[config.mk]
export PLATFORM = sky130hd
export DESIGN_NAME = class_file_constant_pool_parser_top
export DESIGN_NICKNAME = d
export VERILOG_FILES = /design/src/rtl/cfcp_pkg.sv /design/src/rtl/cfcp_front.sv /design/src/rtl/cfcp_fifo.sv /design/src/rtl/cfcp_back.sv /design/src/rtl/class_file_constant_pool_parser_top.sv
export SDC_FILE = /design/constraint.sdc
export NUM_CORES = 1
export LEC_CHECK = 0
export BUFFER_PORTS_ARGS = -buffer_cell sky130_fd_sc_hd__buf_4
export CORE_MARGIN = 2
export CORE_UTILIZATION = 44
export DETAILED_ROUTE_END_ITERATION = 6
export PLACE_DENSITY = 0.59
export SYNTH_ARGS = -nofsm -noshare
export SYNTH_HDL_FRONTEND = slang
export SYNTH_HIERARCHICAL = 1
export SYNTH_SLANG_ARGS = --single-unit
[constraint.sdc]
create_clock -name clk_i -period 4.65 [get_ports clk_i]
set_input_delay 0.465 -clock clk_i [delete_from_list [all_inputs] [get_ports clk_i]]
set_output_delay 0.465 -clock clk_i [all_outputs]
set_load 0.02 [all_outputs]
[src/rtl/cfcp_pkg.sv]
// Shared types, codes and layout tables for the class file constant pool parser.
// Used by every module of the block; depends on nothing.
`timescale 1ns / 1ps
`default_nettype none

package cfcp_pkg;

  // Parse phases of the byte walker
  typedef enum logic [2:0] {
    PH_HEADER = 3'd0,
    PH_TAG    = 3'd1,
    PH_FIELDS = 3'd2,
    PH_UTF8   = 3'd3,
    PH_DONE   = 3'd4,
    PH_ERROR  = 3'd5
  } phase_e;

  // Token kinds as seen on field_kind
  typedef enum logic [3:0] {
    KIND_MAGIC      = 4'd0,
    KIND_MINOR      = 4'd1,
    KIND_MAJOR      = 4'd2,
    KIND_POOL_COUNT = 4'd3,
    KIND_TAG        = 4'd4,
    KIND_REF_KIND   = 4'd5,
    KIND_INDEX_A    = 4'd6,
    KIND_INDEX_B    = 4'd7,
    KIND_U4         = 4'd8,
    KIND_HIGH       = 4'd9,
    KIND_LOW        = 4'd10,
    KIND_UTF8_LEN   = 4'd11,
    KIND_UTF8_BYTE  = 4'd12,
    KIND_BAD_TAG    = 4'd13
  } kind_e;

  // Constant pool tags
  localparam logic [7:0] TAG_UTF8       = 8'd1;
  localparam logic [7:0] TAG_INT        = 8'd3;
  localparam logic [7:0] TAG_FLOAT      = 8'd4;
  localparam logic [7:0] TAG_LONG       = 8'd5;
  localparam logic [7:0] TAG_DOUBLE     = 8'd6;
  localparam logic [7:0] TAG_CLASS      = 8'd7;
  localparam logic [7:0] TAG_STRING     = 8'd8;
  localparam logic [7:0] TAG_FIELDREF   = 8'd9;
  localparam logic [7:0] TAG_METHODREF  = 8'd10;
  localparam logic [7:0] TAG_IMETHODREF = 8'd11;
  localparam logic [7:0] TAG_NAME_TYPE  = 8'd12;
  localparam logic [7:0] TAG_MHANDLE    = 8'd15;
  localparam logic [7:0] TAG_MTYPE      = 8'd16;
  localparam logic [7:0] TAG_INDY       = 8'd18;

  // Header: magic is u4, the rest are u2; pool count is the last header field
  localparam logic [3:0] HDR_LAST_POS   = 4'd3;
  localparam logic [2:0] HDR_MAGIC_SIZE = 3'd4;
  localparam logic [2:0] HDR_U2_SIZE    = 3'd2;

  // One output transaction
  typedef struct packed {
    kind_e       kind;
    logic [31:0] value;
    logic [15:0] entry;
    logic [7:0]  tag;
    logic        pool_end;
  } token_t;

  // Field lookup result: valid is low past the end of an entry's layout
  typedef struct packed {
    logic  valid;
    kind_e kind;
  } layout_t;

  // Field kind at position pos of an entry with the given tag
  function automatic layout_t layout(input logic [7:0] tag, input logic [3:0] pos);
    layout_t res;
    res.valid = 1'b0;
    res.kind  = KIND_INDEX_A;
    case (tag) inside
      TAG_UTF8: begin
        res.valid = (pos == 4'd0);
        res.kind  = KIND_UTF8_LEN;
      end
      TAG_INT, TAG_FLOAT: begin
        res.valid = (pos == 4'd0);
        res.kind  = KIND_U4;
      end
      TAG_LONG, TAG_DOUBLE: begin
        res.valid = (pos == 4'd0) || (pos == 4'd1);
        res.kind  = (pos == 4'd0) ? KIND_HIGH : KIND_LOW;
      end
      TAG_CLASS, TAG_STRING, TAG_MTYPE: begin
        res.valid = (pos == 4'd0);
        res.kind  = KIND_INDEX_A;
      end
      TAG_FIELDREF, TAG_METHODREF, TAG_IMETHODREF, TAG_NAME_TYPE, TAG_INDY: begin
        res.valid = (pos == 4'd0) || (pos == 4'd1);
        res.kind  = (pos == 4'd0) ? KIND_INDEX_A : KIND_INDEX_B;
      end
      TAG_MHANDLE: begin
        res.valid = (pos == 4'd0) || (pos == 4'd1);
        res.kind  = (pos == 4'd0) ? KIND_REF_KIND : KIND_INDEX_A;
      end
      default: begin
        res.valid = 1'b0;
      end
    endcase
    return res;
  endfunction

  // Byte size of an entry field
  function automatic logic [2:0] kind_size(input kind_e kind);
    logic [2:0] sz;
    case (kind) inside
      KIND_REF_KIND:               sz = 3'd1;
      KIND_U4, KIND_HIGH, KIND_LOW: sz = 3'd4;
      default:                     sz = 3'd2;
    endcase
    return sz;
  endfunction

endpackage

`default_nettype wire

[src/rtl/cfcp_front.sv]
// Front end: takes class file bytes, tracks header/entry position and builds tokens.
// Depends on cfcp_pkg for phases, kinds, tags and the layout table.
`timescale 1ns / 1ps
`default_nettype none

module cfcp_front (
  input  wire logic           clk_i,
  input  wire logic           rst_ni,
  input  wire logic           accept_i,
  input  wire logic [7:0]     data_byte_i,
  input  wire logic           file_start_i,
  output cfcp_pkg::token_t    token_o,
  output logic                push_o
);

  cfcp_pkg::phase_e phase_q, phase_d;
  logic [3:0]  pos_q, pos_d;
  logic [1:0]  bcnt_q, bcnt_d;
  logic [31:0] acc_q, acc_d;
  logic [7:0]  tag_q, tag_d;
  logic [15:0] entry_q, entry_d;
  logic [15:0] pool_q, pool_d;
  logic [15:0] rem_q, rem_d;

  // State as seen by this byte: a file start clears everything first
  cfcp_pkg::phase_e ph_e;
  logic [3:0]  pos_e;
  logic [1:0]  bcnt_e;
  logic [31:0] acc_e;
  logic [7:0]  tag_e;
  logic [15:0] entry_e;
  logic [15:0] pool_e;
  logic [15:0] rem_e;

  assign ph_e    = file_start_i ? cfcp_pkg::PH_HEADER : phase_q;
  assign pos_e   = file_start_i ? 4'd0  : pos_q;
  assign bcnt_e  = file_start_i ? 2'd0  : bcnt_q;
  assign acc_e   = file_start_i ? 32'd0 : acc_q;
  assign tag_e   = file_start_i ? 8'd0  : tag_q;
  assign entry_e = file_start_i ? 16'd0 : entry_q;
  assign pool_e  = file_start_i ? 16'd0 : pool_q;
  assign rem_e   = file_start_i ? 16'd0 : rem_q;

  // Shared decode of the current byte
  logic [31:0]           acc_shift;
  logic [2:0]            size_sel;
  logic                  gather_done;
  cfcp_pkg::layout_t     cur_layout;
  cfcp_pkg::layout_t     next_layout;
  cfcp_pkg::layout_t     tag_layout;
  logic [16:0]           next_entry;
  logic                  pool_last;
  logic [15:0]           rem_dec;
  logic                  rem_zero;
  logic                  acc_zero;

  assign acc_shift   = {acc_e[23:0], data_byte_i};
  assign cur_layout  = cfcp_pkg::layout(tag_e, pos_e);
  assign next_layout = cfcp_pkg::layout(tag_e, pos_e + 4'd1);
  assign tag_layout  = cfcp_pkg::layout(data_byte_i, 4'd0);
  assign size_sel    = (ph_e == cfcp_pkg::PH_HEADER)
                     ? ((pos_e == 4'd0) ? cfcp_pkg::HDR_MAGIC_SIZE : cfcp_pkg::HDR_U2_SIZE)
                     : cfcp_pkg::kind_size(cur_layout.kind);
  assign gather_done = ({1'b0, bcnt_e} + 3'd1) >= size_sel;
  // Long and double occupy two pool slots
  assign next_entry  = {1'b0, entry_e} +
                       (((tag_e == cfcp_pkg::TAG_LONG) || (tag_e == cfcp_pkg::TAG_DOUBLE))
                        ? 17'd2 : 17'd1);
  assign pool_last   = next_entry >= {1'b0, pool_e};
  assign rem_dec     = (rem_e != 16'd0) ? rem_e - 16'd1 : 16'd0;
  assign rem_zero    = (rem_dec == 16'd0);
  assign acc_zero    = (acc_shift == 32'd0);

  // Next phase
  always_comb begin
    phase_d = phase_q;
    if (accept_i) begin
      phase_d = ph_e;
      case (ph_e)
        cfcp_pkg::PH_HEADER: begin
          if (gather_done && (pos_e == cfcp_pkg::HDR_LAST_POS)) begin
            phase_d = (acc_shift[15:1] == 15'd0) ? cfcp_pkg::PH_DONE : cfcp_pkg::PH_TAG;
          end
        end
        cfcp_pkg::PH_TAG: begin
          phase_d = tag_layout.valid ? cfcp_pkg::PH_FIELDS : cfcp_pkg::PH_ERROR;
        end
        cfcp_pkg::PH_FIELDS: begin
          if (!cur_layout.valid) begin
            phase_d = cfcp_pkg::PH_ERROR;
          end else if (gather_done) begin
            if (cur_layout.kind == cfcp_pkg::KIND_UTF8_LEN) begin
              if (acc_zero) begin
                phase_d = pool_last ? cfcp_pkg::PH_DONE : cfcp_pkg::PH_TAG;
              end else begin
                phase_d = cfcp_pkg::PH_UTF8;
              end
            end else if (!next_layout.valid) begin
              phase_d = pool_last ? cfcp_pkg::PH_DONE : cfcp_pkg::PH_TAG;
            end
          end
        end
        cfcp_pkg::PH_UTF8: begin
          if (rem_zero) begin
            phase_d = pool_last ? cfcp_pkg::PH_DONE : cfcp_pkg::PH_TAG;
          end
        end
        default: begin
          phase_d = ph_e;
        end
      endcase
    end
  end

  // Datapath updates and token build
  always_comb begin
    pos_d   = pos_q;
    bcnt_d  = bcnt_q;
    acc_d   = acc_q;
    tag_d   = tag_q;
    entry_d = entry_q;
    pool_d  = pool_q;
    rem_d   = rem_q;
    push_o  = 1'b0;
    token_o.kind     = cfcp_pkg::KIND_MAGIC;
    token_o.value    = acc_shift;
    token_o.entry    = entry_e;
    token_o.tag      = tag_e;
    token_o.pool_end = 1'b0;
    if (accept_i) begin
      pos_d   = pos_e;
      bcnt_d  = bcnt_e;
      acc_d   = acc_e;
      tag_d   = tag_e;
      entry_d = entry_e;
      pool_d  = pool_e;
      rem_d   = rem_e;
      case (ph_e)
        cfcp_pkg::PH_HEADER: begin
          if (!gather_done) begin
            bcnt_d = bcnt_e + 2'd1;
            acc_d  = acc_shift;
          end else begin
            bcnt_d        = 2'd0;
            acc_d         = 32'd0;
            push_o        = 1'b1;
            token_o.kind  = cfcp_pkg::kind_e'(pos_e);
            token_o.entry = 16'd0;
            token_o.tag   = 8'd0;
            if (pos_e != cfcp_pkg::HDR_LAST_POS) begin
              pos_d = pos_e + 4'd1;
            end else begin
              pool_d           = acc_shift[15:0];
              pos_d            = 4'd0;
              entry_d          = 16'd1;
              token_o.pool_end = (acc_shift[15:1] == 15'd0);
            end
          end
        end
        cfcp_pkg::PH_TAG: begin
          tag_d         = data_byte_i;
          pos_d         = 4'd0;
          bcnt_d        = 2'd0;
          acc_d         = 32'd0;
          push_o        = 1'b1;
          token_o.kind  = tag_layout.valid ? cfcp_pkg::KIND_TAG : cfcp_pkg::KIND_BAD_TAG;
          token_o.value = {24'd0, data_byte_i};
          token_o.tag   = data_byte_i;
        end
        cfcp_pkg::PH_FIELDS: begin
          if (cur_layout.valid) begin
            if (!gather_done) begin
              bcnt_d = bcnt_e + 2'd1;
              acc_d  = acc_shift;
            end else begin
              bcnt_d       = 2'd0;
              acc_d        = 32'd0;
              push_o       = 1'b1;
              token_o.kind = cur_layout.kind;
              if (cur_layout.kind == cfcp_pkg::KIND_UTF8_LEN) begin
                if (acc_zero) begin
                  // empty string closes the entry on its length
                  pos_d            = 4'd0;
                  token_o.pool_end = pool_last;
                  if (!pool_last) begin
                    entry_d = next_entry[15:0];
                  end
                end else begin
                  rem_d = acc_shift[15:0];
                end
              end else begin
                pos_d = pos_e + 4'd1;
                if (!next_layout.valid) begin
                  pos_d            = 4'd0;
                  token_o.pool_end = pool_last;
                  if (!pool_last) begin
                    entry_d = next_entry[15:0];
                  end
                end
              end
            end
          end
        end
        cfcp_pkg::PH_UTF8: begin
          rem_d         = rem_dec;
          push_o        = 1'b1;
          token_o.kind  = cfcp_pkg::KIND_UTF8_BYTE;
          token_o.value = {24'd0, data_byte_i};
          if (rem_zero) begin
            pos_d            = 4'd0;
            token_o.pool_end = pool_last;
            if (!pool_last) begin
              entry_d = next_entry[15:0];
            end
          end
        end
        default: begin
          push_o = 1'b0;
        end
      endcase
    end
  end

  // Parser state registers
  always_ff @(posedge clk_i or negedge rst_ni) begin
    if (!rst_ni) begin
      phase_q <= cfcp_pkg::PH_HEADER;
      pos_q   <= 4'd0;
      bcnt_q  <= 2'd0;
      acc_q   <= 32'd0;
      tag_q   <= 8'd0;
      entry_q <= 16'd0;
      pool_q  <= 16'd0;
      rem_q   <= 16'd0;
    end else begin
      phase_q <= phase_d;
      pos_q   <= pos_d;
      bcnt_q  <= bcnt_d;
      acc_q   <= acc_d;
      tag_q   <= tag_d;
      entry_q <= entry_d;
      pool_q  <= pool_d;
      rem_q   <= rem_d;
    end
  end

endmodule

`default_nettype wire

[src/rtl/cfcp_fifo.sv]
// Token queue between the parser front end and the output stage.
// Depends on cfcp_pkg for the token type.
`timescale 1ns / 1ps
`default_nettype none

module cfcp_fifo #(
  parameter int Depth = 4
) (
  input  wire logic              clk_i,
  input  wire logic              rst_ni,
  input  wire logic              wr_en_i,
  input  wire cfcp_pkg::token_t  wr_data_i,
  output logic                   full_o,
  input  wire logic              rd_en_i,
  output logic                   rd_valid_o,
  output cfcp_pkg::token_t       rd_data_o
);

  localparam int PtrW = (Depth > 1) ? $clog2(Depth) : 1;
  localparam int CntW = $clog2(Depth + 1);

  cfcp_pkg::token_t mem_q [Depth];
  logic [PtrW-1:0] wr_ptr_q, wr_ptr_d;
  logic [PtrW-1:0] rd_ptr_q, rd_ptr_d;
  logic [CntW-1:0] cnt_q, cnt_d;
  logic            do_wr;
  logic            do_rd;

  assign full_o     = (cnt_q == CntW'(Depth));
  assign rd_valid_o = (cnt_q != '0);
  assign rd_data_o  = mem_q[rd_ptr_q];
  assign do_wr      = wr_en_i && !full_o;
  assign do_rd      = rd_en_i && rd_valid_o;

  // Pointer and occupancy update
  always_comb begin
    wr_ptr_d = wr_ptr_q;
    rd_ptr_d = rd_ptr_q;
    cnt_d    = cnt_q;
    if (do_wr) begin
      wr_ptr_d = (wr_ptr_q == PtrW'(Depth - 1)) ? '0 : wr_ptr_q + PtrW'(1);
    end
    if (do_rd) begin
      rd_ptr_d = (rd_ptr_q == PtrW'(Depth - 1)) ? '0 : rd_ptr_q + PtrW'(1);
    end
    if (do_wr && !do_rd) begin
      cnt_d = cnt_q + CntW'(1);
    end else if (do_rd && !do_wr) begin
      cnt_d = cnt_q - CntW'(1);
    end
  end

  always_ff @(posedge clk_i or negedge rst_ni) begin
    if (!rst_ni) begin
      wr_ptr_q <= '0;
      rd_ptr_q <= '0;
      cnt_q    <= '0;
    end else begin
      wr_ptr_q <= wr_ptr_d;
      rd_ptr_q <= rd_ptr_d;
      cnt_q    <= cnt_d;
    end
  end

  // Storage, no reset needed
  always_ff @(posedge clk_i) begin
    if (do_wr) begin
      mem_q[wr_ptr_q] <= wr_data_i;
    end
  end

endmodule

`default_nettype wire

[src/rtl/cfcp_back.sv]
// Back end: output register that drains the token queue onto the result port.
// Depends on cfcp_pkg for the token type.
`timescale 1ns / 1ps
`default_nettype none

module cfcp_back (
  input  wire logic              clk_i,
  input  wire logic              rst_ni,
  input  wire logic              rd_valid_i,
  input  wire cfcp_pkg::token_t  rd_data_i,
  output logic                   rd_en_o,
  output logic                   out_valid_o,
  input  wire logic              out_stall_i,
  output cfcp_pkg::token_t       out_token_o
);

  logic             vld_q, vld_d;
  cfcp_pkg::token_t tok_q;

  // Load when the register is empty or its transaction leaves this cycle
  assign rd_en_o = rd_valid_i && (!vld_q || !out_stall_i);

  always_comb begin
    vld_d = vld_q;
    if (rd_en_o) begin
      vld_d = 1'b1;
    end else if (!out_stall_i) begin
      vld_d = 1'b0;
    end
  end

  always_ff @(posedge clk_i or negedge rst_ni) begin
    if (!rst_ni) begin
      vld_q <= 1'b0;
    end else begin
      vld_q <= vld_d;
    end
  end

  always_ff @(posedge clk_i) begin
    if (rd_en_o) begin
      tok_q <= rd_data_i;
    end
  end

  assign out_valid_o = vld_q;
  assign out_token_o = tok_q;

endmodule

`default_nettype wire

[src/rtl/class_file_constant_pool_parser_top.sv]
// Path: a byte that completes a field has its token written into the token queue, from
// which the output register loads it onto the result port when empty or draining.
// Throughput: one byte per cycle while the token queue is not full; the queue absorbs
// output stalls until it fills, and then in_stall_o holds the input.
// Reset: asynchronous, active low; parser returns to header/magic, queue and output empty.
// Top level of the parser; instantiates cfcp_front, cfcp_fifo and cfcp_back (cfcp_pkg).
`timescale 1ns / 1ps
`default_nettype none

module class_file_constant_pool_parser_top #(
  parameter int QueueDepth = 4
) (
  input  wire logic        clk_i,
  input  wire logic        rst_ni,
  input  wire logic        in_valid_i,
  output logic             in_stall_o,
  input  wire logic [7:0]  data_byte_i,
  input  wire logic        file_start_i,
  output logic             out_valid_o,
  input  wire logic        out_stall_i,
  output logic [3:0]       field_kind_o,
  output logic [31:0]      field_value_o,
  output logic [15:0]      entry_number_o,
  output logic [7:0]       entry_tag_o,
  output logic             pool_end_o
);

  logic             accept;
  logic             push;
  logic             q_full;
  logic             q_valid;
  logic             q_pop;
  cfcp_pkg::token_t front_tok;
  cfcp_pkg::token_t q_tok;
  cfcp_pkg::token_t out_tok;

  assign in_stall_o = q_full;
  assign accept     = in_valid_i && !q_full;

  cfcp_front u_front (
    .clk_i        (clk_i),
    .rst_ni       (rst_ni),
    .accept_i     (accept),
    .data_byte_i  (data_byte_i),
    .file_start_i (file_start_i),
    .token_o      (front_tok),
    .push_o       (push)
  );

  cfcp_fifo #(
    .Depth (QueueDepth)
  ) u_fifo (
    .clk_i      (clk_i),
    .rst_ni     (rst_ni),
    .wr_en_i    (push),
    .wr_data_i  (front_tok),
    .full_o     (q_full),
    .rd_en_i    (q_pop),
    .rd_valid_o (q_valid),
    .rd_data_o  (q_tok)
  );

  cfcp_back u_back (
    .clk_i       (clk_i),
    .rst_ni      (rst_ni),
    .rd_valid_i  (q_valid),
    .rd_data_i   (q_tok),
    .rd_en_o     (q_pop),
    .out_valid_o (out_valid_o),
    .out_stall_i (out_stall_i),
    .out_token_o (out_tok)
  );

  assign field_kind_o   = out_tok.kind;
  assign field_value_o  = out_tok.value;
  assign entry_number_o = out_tok.entry;
  assign entry_tag_o    = out_tok.tag;
  assign pool_end_o     = out_tok.pool_end;

endmodule

`default_nettype wire

; ---- After elaboration in Yosys (flattened, before gate mapping)
; Memory sizes are Yosys's and may differ from the RTL's. A register that Yosys moved wholly into a read port is not among the register bits.
; Cells that the tools add are included.
[totals]
regBits = 105
ramBits = 244
output_inout_bits = 63
wordCells = 219
mem_count = 1
[memory_table]
columns = name, words, word_bits, read_ports, rd_ports_with_merged_regs, write_ports, line_no
row1 = u_fifo.mem_q, 4, 61, 1, 1, 1, cfcp_fifo.sv:22  ; cfcp_pkg::token_t mem_q [Depth];
[op_classes]
add_sub_neg = 9
order_cmp = 2
eq_ne = 44
mux = 116
n_reduce_logical = 35
[op_table]
columns = op, n
row1 = $mux W16, 21
row2 = $mux W32, 4
row3 = $eq A8 B4 Y1 const B, 12
row4 = $pmux W32 S3, 1
row5 = $mux W4, 19
row6 = $eq A8 B3 Y1 const B, 8
row7 = $mux W61, 1
row8 = $mux W3, 17
row9 = $pmux W16 S3, 1
row10 = $mux W1, 33
row11 = $eq A8 B5 Y1 const B, 4
row12 = $logic_not A32 Y1, 1
row13 = $pmux W16 S2, 1
row14 = $pmux W4 S4, 2
row15 = $mux W25, 1
row16 = $add A16 B17 Y17, 1
row17 = $ge A17 B16 Y1, 1
row18 = $eq A4 B4 Y1 const B, 4
row19 = $eq A8 B1 Y1 const B, 2
row20 = $eq A8 B2 Y1 const B, 2
row21 = $logic_not A16 Y1, 1
row22 = $mux W2, 8
row23 = $mux W8, 2
row24 = $pmux W8 S2, 1
row25 = 31 further kinds, 58

; ---- Logic depth before layout (Yosys ltp)
; Gate-level depths: netlist (run 1).
[depth]
depth_word = 24
mapped_depth = 28
depth_no_buf = 23

; ---- By module
; The synthesis (run 1) kept the hierarchy.
[modules_own_cells]
columns = module, instances, cells_each, area_each_um2, seq_area_each_um2
row1 = cfcp_fifo, 1, 356, 9332.7, 7502.2
row2 = cfcp_front, 1, 881, 7198.2, 2227.1
row3 = cfcp_back, 1, 64, 1875.5, 1856.8
row4 = class_file_constant_pool_parser_top, 1, 1, 13.8, 0.0

; ---- Worst setup path before layout (run 1)
; No wires, ideal clock.
[synth_timing]
path_type = input to register
startpoint = input file_start_i
endpoint = register u_front.entry_q[9]
setup_time_ns = 0.132
arrival_ns = 5.696
t_required_ns = 4.518
setup_slack_ns = -1.179
stages = 25
cell_sequence = buf_2 clkbuf_1 clkbuf_1 buf_1 clkbuf_1 buf_1 nor2_1 ha_1 a21o_1 nand3_1 nor4_1 and3_1 clkbuf_1 nand3_1 xnor2_1 ha_1 nand4_1 nor4_1 a221oi_1 and2_1 clkbuf_1 clkbuf_1 nand2_1 a211oi_1 o22ai_1
[synth_between]
elab_chain_len = 18
elab_cells_between_ends = 89
classes_between = add/sub (4) / order compare (2) / eq/ne (24) / mux (45) / reduce/logical (14)
[synth_rtl]
columns = item, line_no
row1 = from (decl), class_file_constant_pool_parser_top.sv:18  ; input wire logic file_start_i,
row2 = branches (longest 17 deep; another with $add A16 B17 Y17), --
row3 = $pmux W16 S3 *, cfcp_front.sv:138  ; case (ph_e)
row4 = to (signal assigned), cfcp_front.sv:241  ; entry_q <= entry_d;
row5 = to (decl), cfcp_front.sv:21  ; logic [15:0] entry_q, entry_d;
; Mark *: on every way between the ends.
; A chain may end at the register's enable or synchronous reset.

; ---- Worst setup path in the final report (run 1)
[layout_timing]
startpoint = register u_front.tag_q[6]
endpoint = register u_front.entry_q[0]
[layout_between]
elab_chain_len = 17
elab_cells_between_ends = 60
classes_between = add/sub (1) / order compare (2) / eq/ne (19) / mux (32) / reduce/logical (6)
[layout_rtl]
columns = item, line_no
row1 = from (decl), cfcp_front.sv:20  ; logic [7:0] tag_q, tag_d;
row2 = from (signal assigned), cfcp_front.sv:240  ; tag_q <= tag_d;
row3 = $mux W8 *, cfcp_front.sv:39  ; assign tag_e = file_start_i ? 8'd0 : tag_q;
row4 = branches (longest 15 deep; another with $add A16 B17 Y17), --
row5 = $pmux W16 S3 *, cfcp_front.sv:138
; Marks and branches as above.

==> results.sh, run 1 <==
export IMPL_die_x_microns=209
export IMPL_drv_cap=0
export IMPL_first_pass_iters=5
export IMPL_crit_top_cell="buf_4"
export IMPL_nets=1490
export IMPL_grt_usage=0.207
export IMPL_path_cells="nor4_2 -> buf_4 -> nand4_1 -> buf_4 -> ha_4 -> inv_2 -> fa_2 -> or2_4 -> or4_4 -> inv_2 -> nand3_2 -> xnor2_1 -> nor2_1 -> ha_1 -> nand4_1 -> buf_4 -> nor2_2 -> a221oi_2 -> buf_4 -> nand3_2 -> o32ai_4 -> nand2_1 -> buf_6 -> o221ai_2"
export IMPL_leakage_nw=8.00
export IMPL_hold_viol=0
export IMPL_synth_compound_area_frac=0.111
export IMPL_p_sw_mw=4.41
export IMPL_rr_worst_depth=24
export IMPL_ant_nets=0
export IMPL_crit_buf_inv=7
export IMPL_rr_endpoint="u_front/entry_q[0]"
export IMPL_floorplan_initialDensity=0.448
export IMPL_p_comb_frac=0.338
export IMPL_port_buffer_count=75
export IMPL_switching_share=0.337
export IMPL_cts_root_buf="clkbuf_16"
export IMPL_clock_path_buffers=3
export IMPL_power_density_nw_per_um2=603
export IMPL_diodes=0
export IMPL_fillers=3504
export IMPL_max_stage_delay_ns=0.44
export IMPL_synth_area_leader_cell="edfxtp_1"
export IMPL_ys_seq_area_frac=0.629
export IMPL_finClkSkew_ns=0.0135
export IMPL_chipHeight_microns=209
export IMPL_slowest_stage="or4_4"
export IMPL_synth_top_area_frac=0.497
export IMPL_async_flop_share=0.241
export IMPL_synth_cell_types=89
export IMPL_fin_crit_sh=0.959
export IMPL_syn_inst=1302
export IMPL_peakVddDrop_v=0.000275
export IMPL_worstMarginPinSlew_ns=1.39
export IMPL_synth_area_sq_um=18400
export IMPL_antenna_found_initial=0
export IMPL_grt_pass1_wl_microns=69500
export IMPL_synth_top_cells_by_area="edfxtp_1, dfrtp_1, mux4_2"
export IMPL_p_total_mw=13.1
export IMPL_clk_latency_ns=0.55
export IMPL_grt_max_degree=68
export IMPL_synth_seq_cells=402
export IMPL_via_per_inst=5.83
export IMPL_crit_required_ns=5.11
export IMPL_critPathArrivalTime_ns=4.92
export IMPL_cp_start_kind="flop"
export IMPL_grt_pass1_vias=11624
export IMPL_syn2layout_area_growth_pct=17.8
export IMPL_core_area_sq_um=41100
export IMPL_synthSimpleGateAreaFrac=0.105
export IMPL_die_area_sq_um=43500
export IMPL_setup_slack_ns=0.191
export IMPL_ys_flop_type="edfxtp_1"
export IMPL_std_cell_rows=74
export IMPL_seq_power_share=0.413
export IMPL_p_int_mw=8.67
export IMPL_cts_tree="yes"
export IMPL_route_detailed_drc=0
export IMPL_rsz0062_at_grt="true"
export IMPL_synth_edf_count=305
export IMPL_seq_area_sq_um=11600
export IMPL_slew_headroom=0.0723
export IMPL_drv_slew=0
export IMPL_synth_area_per_cell_sq_um=14.1
export IMPL_syn_nets=1349
export IMPL_fin_tns_setup_ns=0
export IMPL_cts_htree_levels=2
export IMPL_gp_congestion=0.968
export IMPL_yosys_area_share_xor_xnor=0.0109
export IMPL_path_clk_slew_ns=0.06
export IMPL_wl_microns=44900
export IMPL_worstSetupPathType="flop to flop"
export IMPL_min_period_ns=4.46
export IMPL_io_pins=76
export IMPL_run_status="finished, final reports clean"
export IMPL_multiInputGateArea_sq_um=6470
export IMPL_hold_class="input port to asynchronous set/reset pin"
export IMPL_crit_family="simple AND/OR/NAND/NOR gates"
export IMPL_clkPwrFrac=0.248
export IMPL_fmax_mhz=224
export IMPL_cts_sinks=402
export IMPL_drive_gt1_frac=0.259
export IMPL_drtIter0Drc=925
export IMPL_vias=11699
export IMPL_cp_max_fo=5
export IMPL_setup_viol=0
export IMPL_cts_buffers=43
export IMPL_gr_total_overflow=0
export IMPL_synth_mux_area_frac=0.0861
export IMPL_synth_yosys_warnings=6
export IMPL_synth_top_family_by_area="compound AO/OA/AOI/OAI gates"
export IMPL_dp_slack_ns=-0.145
export IMPL_reg2reg_from="u_front/tag_q[6]"
export IMPL_wire_per_inst_microns=22.4
export IMPL_yosys_area_share_adder=0.0239
export IMPL_end_kind="flop"
export IMPL_r2r_slack_ns=0.19
export IMPL_dp_hpwl_microns=29500
[registers in the layout, summed over array words and instances, names as in the netlist]
signal	flops
u_back/out_token_o	61
u_back/out_valid_o	1
u_fifo/cnt_q	3
u_fifo/mem_q	244
u_fifo/rd_ptr_q	2
u_fifo/wr_ptr_q	2
u_front/acc_q	24
u_front/bcnt_q	2
u_front/entry_q	16
u_front/phase_q	3
u_front/pool_q	16
u_front/pos_q	4
u_front/rem_q	16
u_front/tag_q	8
[final cells by class]
class,count,share of cell area
multi-input combinational,784,0.298
sequential,402,0.534
tap,532,0.0307
clock buffer,61,0.0551
clock inverter,17,0.00686
inverter,27,0.00467
timing repair buffer,185,0.0701
[synth_stat cells (all sizes together), types with 10 or more instances]
cell / instances
edfxtp: 305
dfrtp: 97
nand2: 90
nor2: 82
mux4: 61
clkbuf: 56
a22o: 50
a21oi: 48
o21ai: 36
and2: 35
buf: 33
ha: 32
nand3: 31
nor2b: 28
inv: 27
nor4: 21
nor3: 19
a31oi: 17
nand4: 12
xnor2: 12
xor2: 11
mux2: 10
nor3b: 10
o221ai: 10
o2bb2ai: 10
[cell usage in the layout, fill, tap and decap left out, types with 31 or more instances in the layout]
master	count
edfxtp_1	305
buf_4	172
dfrtp_1	95
nand2_1	88
nor2_1	78
mux4_2	58
a22o_1	50
a21oi_1	47
clkbuf_16	44
ha_1	31
[worst max-delay path by stage]
| stage | from | end | slack (ns) | depth (start not counted) |
|---|---|---|---|---|
| after global routing | u_front/tag_q[5] | u_front/entry_q[13] | -0.08 | 21 |
| after global placement | file_start_i | u_front/entry_q[12] | -0.08 | 19 |
| final | u_front/tag_q[6] | u_front/entry_q[0] | 0.19 | 24 |
| after detailed placement | file_start_i | u_front/entry_q[12] | -0.14 | 19 |
| after floorplan | file_start_i | u_fifo/mem_q[0][0] | -0.07 | 22 |
| after CTS | u_front/tag_q[5] | u_front/entry_q[12] | 0.06 | 18 |
[metrics by stage]
step	area [sq um]	cells	utilization	hold slack (ns)
after floorplan	18600	1302	-	0.169
after CTS	21500	2001	0.522	0.103
after detailed placement	20100	1923	0.490	0.469
after global routing	21700	2008	0.528	0.140
final	21700	2008	0.528	0.0759
after global placement	20100	1923	0.490	0.458
[power groups by stage]
| stage | Sequential [mW] | Combinational [mW] | Clock (mW) |
|---|---|---|---|
| global placement | 5.46 | 4.30 | 0 |
| detailed placement | 5.48 | 4.33 | 0 |
| floorplan | 5.50 | 2.76 | 0 |
| CTS | 5.42 | 4.34 | 3.34 |
| finish | 5.41 | 4.43 | 3.25 |
| global route | 5.50 | 4.75 | 3.48 |
[kinds of logic (layout without fill, tap and decap cells)]
family,count (synthesis),count (layout)
flip-flops,402,402
AO/OA/AOI/OAI,276,276
buffers and inverters,116,290
multiplexers,79,79
adder cells (fa/ha/maj),34,34
AND/OR/NAND/NOR,372,372
XOR/XNOR,23,23
[worst register-to-register path, stage by stage (launching register included)]
cell	delay, ns
dfrtp_1	0.42
nor4_2	0.07
buf_4	0.13
nand4_1	0.19
buf_4	0.16
ha_4	0.13
inv_2	0.04
fa_2	0.35
or2_4	0.25
or4_4	0.44
inv_2	0.08
nand3_2	0.10
xnor2_1	0.16
nor2_1	0.07
ha_1	0.28
nand4_1	0.13
buf_4	0.14
nor2_2	0.03
a221oi_2	0.28
buf_4	0.19
nand3_2	0.07
o32ai_4	0.26
nand2_1	0.11
buf_6	0.15
o221ai_2	0.15
[routing by layer]
layer	global-route usage	routed length, microns
met1	0.299	20500
met2	0.325	20800
met3	0.0355	2480
met4	0.0606	1110
met5	0	0
[timing repair]
| action | 4_1_cts | 5_1_grt |
|---|---|---|
| setup buffers | 0 | 7 |
| setup endpoints to repair | 0 | 32 |
| hold buffers | 0 | 0 |
| gates resized for setup | 0 | 38 |
No activity file was read; power rests on OpenSTA's default activity.
==> run 2: changes to the inputs <==
--- a/config.mk
+++ b/config.mk
@@ -5,6 +5,7 @@
 export SDC_FILE = /design/constraint.sdc
 export NUM_CORES = 1
 export LEC_CHECK = 0
+export ABC_AREA = 1
 export BUFFER_PORTS_ARGS = -buffer_cell sky130_fd_sc_hd__buf_4
 export CORE_MARGIN = 2
 export CORE_UTILIZATION = 44
==> constraint.sdc (replaced) <==
create_clock -name clk_i -period 4.65 [get_ports clk_i]
set_input_delay 0.465 -clock clk_i [delete_from_list [all_inputs] [get_ports clk_i]]
set_output_delay 0.465 -clock clk_i [all_outputs]
set_load 0.005 [all_outputs]
==> run 2 against run 1 <==
  * The flow now finishes with violations (negative hold slack)
  * Critical path depth is 5 higher
  * Die area increased by 13%
  * Design area increased by 11%
  * Cell count rose by 52%
  * Via count rose by 39%
  * Clock skew is 0.012 ns higher
  * Non-clock buffer count fell by 24
  * Clock-buffer cell count down 1
  * Sequential power is 4% lower
  * Worst setup slack improved by 0.26 ns
  * Clock power grew 13%
  * Largest cell class unchanged
==> results.sh, run 2 <==
export IMPL_power_density_nw_per_um2=580
export IMPL_finClkSkew_ns=0.0258
export IMPL_route_detailed_drc=0
export IMPL_grt_pass1_wl_microns=87300
export IMPL_grt_use_met1=0.310
export IMPL_syn2layout_area_growth_pct=15.2
export IMPL_synth_top_area_frac=0.437
export IMPL_fmax_mhz=238
export IMPL_via_per_inst=5.36
export IMPL_synth_area_per_cell_sq_um=9.06
export IMPL_async_flop_share=0.241
export IMPL_core_area_sq_um=46800
export IMPL_top_register="u_fifo/mem_q"
export IMPL_p_total_mw=14.0
export IMPL_ys_seq_area_frac=0.553
export IMPL_crit_required_ns=5.12
export IMPL_cts_buffers=46
export IMPL_gr_total_overflow=0
export IMPL_hold_viol=15
export IMPL_cp_start_kind="flop"
export IMPL_layout_common_cells="nand2_1, inv_1, edfxtp_1"
export IMPL_port_buffer_count=75
export IMPL_drv_slew=0
export IMPL_post_route_util=0.516
export IMPL_wire_per_inst_microns=18.1
export IMPL_cts_sinks=402
export IMPL_dp_cells=2958
export IMPL_cp_max_fo=14
export IMPL_synth_yosys_warnings=6
export IMPL_synth_common_cells="nand2_1, inv_1, edfxtp_1, o211ai_1, nor2_1"
export IMPL_multiInputGateArea_sq_um=7540
export IMPL_slowest_stage="fa_1"
export IMPL_ys_flop_type="edfxtp_1"
export IMPL_floorplan_initialDensity=0.448
export IMPL_synth_area_leader_cell="edfxtp_1"
export IMPL_clk_latency_ns=0.59
export IMPL_end_kind="flop"
export IMPL_top_usage_layer="met2"
export IMPL_cts_tree="yes"
export IMPL_min_period_ns=4.19
export IMPL_first_pass_iters=6
export IMPL_synth_cell_types=55
export IMPL_dp_hpwl_microns=36400
export IMPL_seq_area_sq_um=11600
export IMPL_syn_inst=2311
export IMPL_worstMarginPinSlew_ns=0.963
export IMPL_syn_nets=2358
export IMPL_fin_cells=3044
export IMPL_ant_nets=0
export IMPL_synth_area_sq_um=20900
export IMPL_synth_top_cells_by_area="edfxtp_1, nand2_1, dfrtp_1"
export IMPL_cts_root_buf="clkbuf_16"
export IMPL_antenna_found_initial=2
export IMPL_design_area_sq_um=24100
export IMPL_largest_reg_flops=244
export IMPL_die_area_sq_um=49400
export IMPL_worstSetupPathType="flop to flop"
export IMPL_fin_crit_sh=0.902
export IMPL_grt_max_degree=167
export IMPL_synth_seq_cells=402
export IMPL_vias=16314
export IMPL_drv_cap=0
export IMPL_leakage_nw=10.6
export IMPL_diodes=0
export IMPL_grt_pass1_vias=15459
export IMPL_wl_microns=55200
export IMPL_max_stage_delay_ns=0.41
export IMPL_path_clk_slew_ns=0.06
export IMPL_peakVddDrop_v=0.000318
export IMPL_setup_viol=0
export IMPL_hold_worst_slack_ns=-0.0112
export IMPL_run_status="complete, but fails checks"
export IMPL_io_pins=76
export IMPL_clock_path_buffers=3
export IMPL_grt_use_met2=0.368
export IMPL_fin_tns_setup_ns=0
export IMPL_nets=2446
export IMPL_drtIter0Drc=1353
export IMPL_chipHeight_microns=222
export IMPL_hold_buffers=0
export IMPL_gp_congestion=0.934
export IMPL_crit_top_cell="nand2_1"
export IMPL_crit_family="simple AND/OR/NAND/NOR gates"
export IMPL_dp_slack_ns=0.104
export IMPL_grt_usage=0.224
export IMPL_setup_slack_ns=0.456
export IMPL_synth_most_common_cell="nand2_1"
export IMPL_cts_htree_levels=2
export IMPL_crit_buf_inv=6
export IMPL_rsz0062_at_grt="false"
export IMPL_critPathArrivalTime_ns=4.67
export IMPL_die_x_microns=222
export IMPL_slew_headroom=0.356
export IMPL_place_area_sq_um=22600
export IMPL_hold_class="input port to asynchronous set/reset pin"
export IMPL_synth_edf_count=305
export IMPL_violations="negative hold slack"
export IMPL_groute_layer_met3_usage=0.0383
export IMPL_std_cell_rows=79
export IMPL_final_common_cell="nand2_1"
export IMPL_drive_gt1_frac=0.130
export IMPL_fillers=4296
[run 2: cell types whose count changed after synthesis, sizes merged, moves of 20 or more]
cell,before,now
nand3,31,140
nor2,82,160
o21ai,36,96
a22o,50,3
nor2b,28,1
nand2,90,686
nor4,21,1
mux4,61,0
clkbuf,56,36
a21oi,48,78
o211ai,5,170
inv,27,325
and2,35,0
buf,33,85
[run 2: per-layer routing]
metal	vias up	routed length [microns]
met5	-	0
met3	74	3550
li1	7947	-
met4	0	1110
met1	7797	24900
met2	496	25700
[run 2: layout make-up]
type | count | area share
sequential | 402 | 0.481
multi-input combinational | 1462 | 0.313
timing repair buffer | 161 | 0.0606
inverter | 326 | 0.0510
clock buffer | 60 | 0.0507
tap | 607 | 0.0315
clock inverter | 26 | 0.0129
[run 2: path summary, 6_finish.rpt]
path,startpoint,end,slack [ns],depth (start not counted)
setup / recovery,u_front/tag_q[6],u_front/entry_q[2],0.46,29
hold / removal,rst_ni,u_front/rem_q[13],-0.01,1
setup reg to reg,u_front/tag_q[6],u_front/entry_q[2],0.46,29
hold reg to reg,u_front/acc_q[19],u_front/acc_q[19],0.48,2
max in group asynchronous,rst_ni,u_front/acc_q[11],3.58,2
min in group clk_i,out_stall_i,u_back/out_valid_o,0.11,3
[run 2: where the power goes]
group          leakage, nW  internal (mW)  total (mW)  switching, mW
registers             4.16           4.82        5.21          0.389
clock network        0.736           2.16        3.66           1.51
logic                 5.73           1.76        5.12           3.36
total                 10.6           8.74        14.0           5.26
[run 2: cell families (layout without fill, tap and decap cells)]
family,Yosys count,count (layout),synth area share
simple gates,1027,1027,0.210
compound gates,390,390,0.121
fa+ha+maj,34,34,0.0210
buf+inv,447,573,0.0908
xor+xnor,11,11,0.00460
flops,402,402,0.553
[run 2: worst reg2reg max path, delay by kind of cell (launching register included)]
kind                       cells  cell delay, ns
AOI/OAI and AO/OA              1            0.11
xor gates and xnor gates       1            0.17
adders and majority gates      2            0.70
buffers and inverters          6            0.74
DFF                            1            0.38
and+or+nand+nor               19            1.97
[run 2: timing repair]
item	CTS	global route
resized for setup	0	5
buffers inserted	0	0
setup endpoints to repair	0	16
